$ cat config.mk
export PLATFORM = sky130hd
export DESIGN_NAME = event_rate_monitor
export DESIGN_NICKNAME = d
export VERILOG_FILES = /design/src/design/erm_pkg.sv /design/src/design/erm_div.sv /design/src/design/erm_ring.sv /design/src/design/event_rate_monitor.sv
export SDC_FILE = /design/constraint.sdc
export NUM_CORES = 2
export LEC_CHECK = 0
export BUFFER_PORTS_ARGS = -buffer_cell sky130_fd_sc_hd__buf_2
export CORE_AREA = 2 2 379 381
export CTS_BUF_LIST = sky130_fd_sc_hd__clkbuf_8
export DETAILED_ROUTE_END_ITERATION = 10
export DIE_AREA = 0 0 381 383
export GPL_TIMING_DRIVEN = 0
export PLACE_DENSITY = 0.6
export REMOVE_ABC_BUFFERS = 1
export SYNTH_ARGS = -nofsm -noshare
export SYNTH_HDL_FRONTEND = slang
export SYNTH_HIERARCHICAL = 1
export SYNTH_SLANG_ARGS = --single-unit
$ cat constraint.sdc
create_clock -name i_clk -period 8.7 [get_ports i_clk]
set_input_delay 1.74 -clock i_clk [delete_from_list [all_inputs] [get_ports i_clk]]
set_output_delay 1.74 -clock i_clk [all_outputs]
set_load 0.005 [all_outputs]
$ cat src/design/erm_pkg.sv
// Shared types, constants and the status classifier of the event rate monitor.
// No dependencies.
package erm_pkg;

    // Default sizing of the top level
    localparam int unsigned WINDOW_DEPTH_DEF = 16;
    localparam int unsigned COUNT_WIDTH_DEF  = 24;

    // One second in microseconds, scaled by 2^8 for the Q24.8 result
    localparam int unsigned         Q8_W  = 28;
    localparam logic [Q8_W-1:0]     US_Q8 = 28'd256000000;

    typedef enum logic [1:0] {
        ST_RED    = 2'd0,
        ST_YELLOW = 2'd1,
        ST_GREEN  = 2'd2
    } t_status;

    // green above 0.9x desired, yellow above 0.5x, red otherwise
    function automatic t_status status_of(logic [31:0] avg, logic [31:0] des);
        logic [35:0] a10;
        logic [35:0] d9;
        a10 = {1'b0, avg, 3'b000} + {3'b000, avg, 1'b0};
        d9  = {1'b0, des, 3'b000} + {4'b0000, des};
        if (a10 > d9) begin
            return ST_GREEN;
        end else if ({3'b000, avg, 1'b0} > {4'b0000, des}) begin
            return ST_YELLOW;
        end else begin
            return ST_RED;
        end
    endfunction

endpackage

$ cat src/design/erm_div.sv
// Restoring divider, one quotient bit per cycle, 32-bit divisor.
// No package dependencies.
module erm_div #(
    parameter int unsigned DIV_W = 52
) (
    input  logic             i_clk,
    input  logic             i_rst_n,
    input  logic             i_start,
    input  logic [DIV_W-1:0] i_num,
    input  logic [31:0]      i_den,
    output logic             o_done,
    output logic [DIV_W-1:0] o_quot
);

    localparam int unsigned CW = $clog2(DIV_W + 1);

    logic             r_busy;
    logic             r_done;
    logic [CW-1:0]    r_cnt;
    logic [DIV_W-1:0] r_num;
    logic [DIV_W-1:0] r_quot;
    logic [31:0]      r_rem;
    logic [31:0]      r_den;

    logic [32:0]      rem_sh;
    logic             ge;

    // trial subtract of the shifted partial remainder
    assign rem_sh = {r_rem, r_num[DIV_W-1]};
    assign ge     = (rem_sh >= {1'b0, r_den});

    always_ff @(posedge i_clk) begin
        if (i_start) begin
            r_num  <= i_num;
            r_den  <= i_den;
            r_rem  <= '0;
            r_quot <= '0;
        end else if (r_busy) begin
            r_num  <= {r_num[DIV_W-2:0], 1'b0};
            r_quot <= {r_quot[DIV_W-2:0], ge};
            r_rem  <= ge ? 32'(rem_sh - {1'b0, r_den}) : rem_sh[31:0];
        end
        if (!i_rst_n) begin
            r_busy <= 1'b0;
            r_done <= 1'b0;
            r_cnt  <= '0;
        end else begin
            r_done <= 1'b0;
            if (i_start) begin
                r_busy <= 1'b1;
                r_cnt  <= CW'(DIV_W);
            end else if (r_busy) begin
                r_cnt <= r_cnt - 1'b1;
                if (r_cnt == CW'(1)) begin
                    r_busy <= 1'b0;
                    r_done <= 1'b1;
                end
            end
        end
    end

    assign o_done = r_done;
    assign o_quot = r_quot;

endmodule

$ cat src/design/erm_ring.sv
// Ring of recent rates: one write port, one read port, registered read data.
// No package dependencies.
module erm_ring #(
    parameter int unsigned DEPTH = 16,
    parameter int unsigned AW    = 4
) (
    input  logic          i_clk,
    input  logic          i_we,
    input  logic [AW-1:0] i_waddr,
    input  logic [31:0]   i_wdata,
    input  logic          i_re,
    input  logic [AW-1:0] i_raddr,
    output logic [31:0]   o_rdata
);

    logic [31:0] r_mem [DEPTH];
    logic [31:0] r_rdata;

    // write
    always_ff @(posedge i_clk) begin
        if (i_we) begin
            r_mem[i_waddr] <= i_wdata;
        end
    end

    // read, data held until the next read
    always_ff @(posedge i_clk) begin
        if (i_re) begin
            r_rdata <= r_mem[i_raddr];
        end
    end

    assign o_rdata = r_rdata;

endmodule

$ cat src/design/event_rate_monitor.sv
// Top level of the event rate monitor: sample sequencer, counters, window sum.
// Depends on erm_pkg, erm_div and erm_ring.
//
//  channel  | direction | handshake                | payload
//  ---------+-----------+--------------------------+-----------------------
//  in       | input     | i_in_valid / o_in_stall  | i_op, i_timestamp
//  out      | output    | o_out_valid / i_out_stall| o_mean_rate, o_status
//  cfg      | input     | i_cfg_we                 | i_cfg_data
//
// An event does not stall the input. A sample holds the input while the sequencer
// forms the count product, runs the bit-serial rate divider, updates the window
// sum, takes the window average (two 16-bit digits by reciprocal multiply) and
// the status, and loads the output. A zero-interval sample goes straight to output.
// Reset is synchronous; the ring is tracked by a fill count, so no clearing pass.
// The input stalls while a sample is in work; a waiting result holds the
// sequencer only at its last step.
module event_rate_monitor
    import erm_pkg::*;
#(
    parameter int unsigned WINDOW_DEPTH = WINDOW_DEPTH_DEF,
    parameter int unsigned COUNT_WIDTH  = COUNT_WIDTH_DEF
) (
    input  logic        i_clk,
    input  logic        i_rst_n,
    input  logic        i_in_valid,
    output logic        o_in_stall,
    input  logic        i_op,
    input  logic [31:0] i_timestamp,
    output logic        o_out_valid,
    input  logic        i_out_stall,
    output logic [31:0] o_mean_rate,
    output logic [1:0]  o_status,
    input  logic        i_cfg_we,
    input  logic [31:0] i_cfg_data
);

    localparam int unsigned PW     = (WINDOW_DEPTH > 1) ? $clog2(WINDOW_DEPTH) : 1;
    localparam int unsigned FW     = $clog2(WINDOW_DEPTH + 1);
    localparam int unsigned SUM_W  = 32 + $clog2(WINDOW_DEPTH);
    localparam int unsigned PROD_W = COUNT_WIDTH + Q8_W;
    localparam int unsigned DIV_W  = PROD_W;

    // window average: sum / WINDOW_DEPTH in two 16-bit digits, each by
    // multiplying with a rounded-up reciprocal of the depth
    localparam int unsigned     AVG_L   = $clog2(WINDOW_DEPTH);
    localparam int unsigned     AVG_XW  = 16 + AVG_L;
    localparam int unsigned     AVG_MW  = AVG_XW + 1;
    localparam int unsigned     AVG_K   = AVG_XW + AVG_L;
    localparam int unsigned     AVG_PW  = AVG_XW + AVG_MW;
    localparam longint unsigned AVG_M   =
        ((64'd1 << AVG_K) + 64'(WINDOW_DEPTH) - 64'd1) / 64'(WINDOW_DEPTH);
    localparam logic [AVG_MW-1:0] AVG_MUL = AVG_MW'(AVG_M);

    typedef enum logic [3:0] {
        S_IDLE,
        S_MUL,
        S_RATE_GO,
        S_RATE_WAIT,
        S_SUM,
        S_AVG_HI,
        S_AVG_HQ,
        S_AVG_LO,
        S_AVG_LQ,
        S_STATUS,
        S_DONE
    } t_state;

    t_state                 r_state, n_state;
    logic [31:0]            r_desired, n_desired;
    logic [COUNT_WIDTH-1:0] r_count, n_count;
    logic [31:0]            r_last_time, n_last_time;
    logic [PW-1:0]          r_pos, n_pos;
    logic [FW-1:0]          r_fill, n_fill;
    logic [SUM_W-1:0]       r_sum, n_sum;
    logic                   r_out_valid, n_out_valid;

    // payload registers
    logic [31:0]            r_ts, n_ts;
    logic [31:0]            r_interval, n_interval;
    logic [PROD_W-1:0]      r_product, n_product;
    logic [31:0]            r_rate, n_rate;
    logic [31:0]            r_avg, n_avg;
    t_status                r_res_status, n_res_status;
    logic [31:0]            r_out_avg, n_out_avg;
    t_status                r_out_status, n_out_status;
    logic [AVG_XW-1:0]      r_avg_x, n_avg_x;
    logic [AVG_PW-1:0]      r_avg_prod, n_avg_prod;
    logic [15:0]            r_avg_qhi, n_avg_qhi;
    logic [AVG_XW-1:0]      r_avg_rem, n_avg_rem;

    logic                   in_xfer;
    logic                   div_start;
    logic [DIV_W-1:0]       div_num;
    logic [31:0]            div_den;
    logic                   div_done;
    logic [DIV_W-1:0]       div_quot;
    logic                   ring_we;
    logic                   ring_re;
    logic [31:0]            ring_rdata;
    logic [31:0]            old_rate;
    logic                   ring_full;
    logic [15:0]            avg_digit;
    logic [AVG_XW-1:0]      avg_digit_mul;
    logic [AVG_XW-1:0]      avg_x_lo;

    assign in_xfer   = i_in_valid && (r_state == S_IDLE);
    assign ring_full = (r_fill == FW'(WINDOW_DEPTH));
    // entries not yet written since reset read as zero
    assign old_rate  = ring_full ? ring_rdata : 32'd0;

    // divider for the rate only
    assign div_start = (r_state == S_RATE_GO);
    assign div_num   = DIV_W'(r_product);
    assign div_den   = r_interval;

    assign ring_re = (r_state == S_MUL);
    assign ring_we = (r_state == S_SUM);

    // quotient digit, its multiple of the depth, and the low-digit dividend
    assign avg_digit     = r_avg_prod[AVG_K +: 16];
    assign avg_digit_mul = AVG_XW'(avg_digit) * AVG_XW'(WINDOW_DEPTH);
    assign avg_x_lo      = (r_avg_rem << 16) | AVG_XW'(r_sum[15:0]);

    erm_div #(
        .DIV_W (DIV_W)
    ) u_div (
        .i_clk   (i_clk),
        .i_rst_n (i_rst_n),
        .i_start (div_start),
        .i_num   (div_num),
        .i_den   (div_den),
        .o_done  (div_done),
        .o_quot  (div_quot)
    );

    erm_ring #(
        .DEPTH (WINDOW_DEPTH),
        .AW    (PW)
    ) u_ring (
        .i_clk   (i_clk),
        .i_we    (ring_we),
        .i_waddr (r_pos),
        .i_wdata (r_rate),
        .i_re    (ring_re),
        .i_raddr (r_pos),
        .o_rdata (ring_rdata)
    );

    // sequencer next state
    always_comb begin
        n_state      = r_state;
        n_desired    = r_desired;
        n_count      = r_count;
        n_last_time  = r_last_time;
        n_pos        = r_pos;
        n_fill       = r_fill;
        n_sum        = r_sum;
        n_out_valid  = r_out_valid;
        n_ts         = r_ts;
        n_interval   = r_interval;
        n_product    = r_product;
        n_rate       = r_rate;
        n_avg        = r_avg;
        n_res_status = r_res_status;
        n_out_avg    = r_out_avg;
        n_out_status = r_out_status;
        n_avg_x      = r_avg_x;
        n_avg_prod   = r_avg_prod;
        n_avg_qhi    = r_avg_qhi;
        n_avg_rem    = r_avg_rem;

        if (i_cfg_we) begin
            n_desired = i_cfg_data;
        end
        // result taken downstream
        if (r_out_valid && !i_out_stall) begin
            n_out_valid = 1'b0;
        end

        case (r_state)
            S_IDLE: begin
                if (in_xfer) begin
                    if (!i_op) begin
                        if (r_count != '1) begin
                            n_count = r_count + 1'b1;
                        end
                    end else begin
                        n_ts       = i_timestamp;
                        n_interval = i_timestamp - r_last_time;
                        if (i_timestamp == r_last_time) begin
                            // zero interval: zero average, red; window, count and last time stay
                            n_avg        = 32'd0;
                            n_res_status = ST_RED;
                            n_state      = S_DONE;
                        end else begin
                            n_state = S_MUL;
                        end
                    end
                end
            end
            S_MUL: begin
                n_product = PROD_W'(r_count) * PROD_W'(US_Q8);
                n_state   = S_RATE_GO;
            end
            S_RATE_GO: begin
                n_state = S_RATE_WAIT;
            end
            S_RATE_WAIT: begin
                if (div_done) begin
                    n_rate  = (|div_quot[DIV_W-1:32]) ? 32'hFFFF_FFFF : div_quot[31:0];
                    n_state = S_SUM;
                end
            end
            S_SUM: begin
                n_sum       = r_sum - SUM_W'(old_rate) + SUM_W'(r_rate);
                n_pos       = (r_pos == PW'(WINDOW_DEPTH - 1)) ? '0 : r_pos + 1'b1;
                n_fill      = ring_full ? r_fill : r_fill + 1'b1;
                n_last_time = r_ts;
                n_count     = '0;
                n_state     = S_AVG_HI;
            end
            // high digit: upper sum bits times the reciprocal
            S_AVG_HI: begin
                n_avg_x    = r_sum[SUM_W-1:16];
                n_avg_prod = AVG_PW'(r_sum[SUM_W-1:16]) * AVG_PW'(AVG_MUL);
                n_state    = S_AVG_HQ;
            end
            S_AVG_HQ: begin
                n_avg_qhi = avg_digit;
                n_avg_rem = r_avg_x - avg_digit_mul;
                n_state   = S_AVG_LO;
            end
            // low digit: remainder joined with the lower sum bits
            S_AVG_LO: begin
                n_avg_x    = avg_x_lo;
                n_avg_prod = AVG_PW'(avg_x_lo) * AVG_PW'(AVG_MUL);
                n_state    = S_AVG_LQ;
            end
            S_AVG_LQ: begin
                n_avg   = {r_avg_qhi, avg_digit};
                n_state = S_STATUS;
            end
            S_STATUS: begin
                n_res_status = status_of(r_avg, r_desired);
                n_state      = S_DONE;
            end
            S_DONE: begin
                // load the output register once it is free
                if (!r_out_valid || !i_out_stall) begin
                    n_out_valid  = 1'b1;
                    n_out_avg    = r_avg;
                    n_out_status = r_res_status;
                    n_state      = S_IDLE;
                end
            end
            default: begin
                n_state = S_IDLE;
            end
        endcase
    end

    // state and registered outputs
    always_ff @(posedge i_clk) begin
        r_ts         <= n_ts;
        r_interval   <= n_interval;
        r_product    <= n_product;
        r_rate       <= n_rate;
        r_avg        <= n_avg;
        r_res_status <= n_res_status;
        r_out_avg    <= n_out_avg;
        r_out_status <= n_out_status;
        r_avg_x      <= n_avg_x;
        r_avg_prod   <= n_avg_prod;
        r_avg_qhi    <= n_avg_qhi;
        r_avg_rem    <= n_avg_rem;
        if (!i_rst_n) begin
            r_state     <= S_IDLE;
            r_desired   <= '0;
            r_count     <= '0;
            r_last_time <= '0;
            r_pos       <= '0;
            r_fill      <= '0;
            r_sum       <= '0;
            r_out_valid <= 1'b0;
        end else begin
            r_state     <= n_state;
            r_desired   <= n_desired;
            r_count     <= n_count;
            r_last_time <= n_last_time;
            r_pos       <= n_pos;
            r_fill      <= n_fill;
            r_sum       <= n_sum;
            r_out_valid <= n_out_valid;
        end
    end

    assign o_in_stall  = (r_state != S_IDLE);
    assign o_out_valid = r_out_valid;
    assign o_mean_rate = r_out_avg;
    assign o_status    = r_out_status;

endmodule

==> results_dict.tcl <==
set metrics [dict create \
    hold_buffers 0 \
    multi_input_area_mm2 0.0237 \
    synthTopCellsByArea "edfxtp_1 (46%), ha_1 (8.4%), dfxtp_1 (8.2%)" \
    antenna_found_initial 7 \
    synth-xor-area-share 0.0323 \
    p_seq_frac 0.473 \
    syn_to_final_growth_pct 13.3 \
    rows 139 \
    clk_latency_ns 0.90 \
    cp-end-kind "flop" \
    grt_max_degree 72 \
    fin_setup_tns_ns 0 \
    dr.pass1.iters 5 \
    chipHeight_um 383 \
    drv_cap 0 \
    worstPathArrival_ns 7.00 \
    num_io_pins 106 \
    p_int_mw 9.36 \
    holdCritPathClass "reg -> reg" \
    ir_drop_mv 0.141 \
    fin_nets 5221 \
    synth_top_cell_by_area "edfxtp_1" \
    core_mm2 0.142 \
    yosys.area_share.adder 0.130 \
    final_core_util 0.449 \
    ys_seq_area_frac 0.545 \
    drv_slew 0 \
    p_switching_mw 3.64 \
    synth_edf_count 870 \
    cp_max_fo 7 \
    cts_tree "built" \
    fin_crit_sh 0.733 \
    synth_compound_area_frac 0.0930 \
    die-area_mm2 0.146 \
    crit_required_ns 9.33 \
    path_clk_slew_ns 0.06 \
    critPathLaunchType "flop" \
    cts_buffer_depth 3 \
    fillers 12976 \
    final_cell_mix "edfxtp_1 (870), inv_1 (474), ha_1 (378)" \
    ctsResizeCount 0 \
    overflow 0 \
    fmax_ghz 0.157 \
    drc_errors 0 \
    power.density_mw_per_mm2 204 \
    io_buffer_count 105 \
    viasPerCell 5.16 \
    ys_types 94 \
    grt_pass1_wl_um 200000 \
    start_util 0.396 \
    grt_pass1_vias 34793 \
    numClockSinks 1100 \
    power_frac_comb 0.174 \
    post_cts_buffers 0 \
    ys.warnings.count 6 \
    drtIter0Drc 2281 \
    cts-root-buf "clkbuf_8" \
    crit_type "reg -> reg" \
    wl_um 129000 \
    tightest_slew_ns 1.27 \
    yosysTopAreaCellShare 0.464 \
    power_switching_share 0.280 \
    die_x_um 381 \
    cts_max_level 4 \
    syn_inst 4409 \
    synth_top_family_by_area "adder cells" \
    post-route-min-period_ns 6.37 \
    run_status "finished clean" \
    crit_start "r_count[9]" \
    layout.cells.most_common "edfxtp_1" \
    dp_hpwl_um 90800 \
    ys_seq_elements 1100 \
    finalClockSkew_ns 0.0403 \
    layout.area.seq_mm2 0.0307 \
    pwr-share-clk 0.353 \
    syn_avg_cell_area_um2 12.8 \
    synthFlopType "edfxtp_1" \
    slew_headroom 0.153 \
    rsz0062_at_grt "false" \
    grt_usage 0.177 \
    holdWs_ns 0.414 \
    vias 34580 \
    muxShareOfSynthArea 0.0787 \
    p_leak_nw 24.6 \
    rr_startpoint "r_count[9]" \
    syn_area_mm2 0.0563 \
    hold_path.startpoint "div_den[26]" \
    setup_viol 0 \
    ant_nets 0 \
    gp_congestion 0.856 \
    async_flop_share 0 \
    wl_per_cell_um 19.3 \
    hold_viol 0 \
    yosys.area_share.simple 0.0813 \
    drive_gt1_frac 0.144 \
    numCtsBuffers 184 \
]
## synthesized netlist by cell type, drive strengths merged (23+ instances only)
| master | number |
|---|---|
| inv | 410 |
| xnor2 | 152 |
| clkbuf | 98 |
| mux2 | 57 |
| ha | 378 |
| and3 | 23 |
| a21o | 131 |
| nor3 | 26 |
| xor2 | 56 |
| nand3 | 59 |
| nor2 | 261 |
| a21oi | 239 |
| mux4 | 128 |
| nor2b | 32 |
| nand2b | 34 |
| nand2 | 314 |
| and2 | 80 |
| a22oi | 66 |
| mux2i | 91 |
| edfxtp | 870 |
| o21bai | 27 |
| nand4 | 40 |
| o21ai | 124 |
| or3 | 45 |
| dfxtp | 230 |
| o21a | 40 |
| buf | 53 |
| fa | 131 |
## worst max-delay path: stages, from the launching register on
cell	delay (ns)
dfxtp_1	0.57
inv_1	0.29
fa_1	0.56
fa_1	0.54
inv_1	0.05
fa_1	0.56
fa_1	0.42
ha_1	0.29
inv_1	0.05
fa_1	0.49
inv_1	0.04
ha_1	0.35
a2111oi_0	0.57
a31oi_1	0.31
nand3_1	0.21
a21boi_2	0.12
a311oi_2	0.38
o21ai_1	0.17
xnor2_1	0.15
## power groups by stage
stage / clock network, mW / registers [mW] / logic (mW)
floorplan: 0 / 6.20 / 1.72
global placement: 0 / 6.31 / 2.19
detailed placement: 0 / 6.26 / 2.26
CTS: 4.72 / 6.15 / 2.28
global route: 4.95 / 6.18 / 2.55
finish: 4.59 / 6.15 / 2.27
## path summary, 6_finish.rpt
path / endpoint / slack, ns / depth (start not counted)
worst min register to register: u_div/r_den[26] / 0.41 / 0
worst min-delay path: u_div/r_den[26] / 0.41 / 0
worst max-delay path: div_num[51] / 2.33 / 18
worst max register to register: div_num[51] / 2.33 / 18
## registers in the layout (all words and copies together), names as in the netlist, 5 cells and up
signal / flops
div_den: 32
u_ring/o_rdata: 32
o_mean_rate: 32
u_div/r_cnt: 6
r_avg_qhi: 16
u_div/o_quot: 52
u_div/r_den: 32
r_avg: 32
r_sum: 36
r_last_time: 32
r_rate: 32
r_count: 24
r_ts: 32
r_desired: 32
div_num: 38
u_div/r_rem: 32
u_ring/r_mem: 512
u_div/r_num: 52
r_avg_prod: 17
r_fill: 5
## area by class of cell
class / count / area share
antenna: 2 / 0.0000784
clock buffer: 201 / 0.0433
clock inverter: 146 / 0.0151
inverter: 410 / 0.0242
multi-input combinational: 2761 / 0.371
sequential: 1100 / 0.481
tap: 1903 / 0.0373
timing repair buffer: 185 / 0.0278
## stage by stage
stage | instances | power, mW | instance area (µm²) | worst slack (ns)
2_1_floorplan | 4271 | 7.92 | 55700 | -5.98
6_report | 6708 | 13.0 | 63900 | 2.33
5_1_grt | 6708 | 13.7 | 63900 | 1.90
3_3_place_gp | 6279 | 8.51 | 58700 | -18.32
3_5_place_dp | 6359 | 8.52 | 60100 | 2.34
4_1_cts | 6706 | 13.2 | 63900 | 2.32
## routing by layer
metal | wire length, µm | up-vias | global-route usage
met5 | 19 | - | 0
met1 | 59000 | 17063 | 0.240
met3 | 6430 | 191 | 0.0327
li1 | - | 16574 | -
met4 | 2720 | 4 | 0.0513
met2 | 61200 | 748 | 0.291
## cells by family after synthesis
family | after synthesis
DFF | 1100
and+or+nand+nor | 966
AOI/OAI and AO/OA | 788
buffers and inverters | 561
adders and majority gates | 509
muxes | 276
xor gates and xnor gates | 208
other | 1
Note: power is estimated with default switching activity, not from simulation.
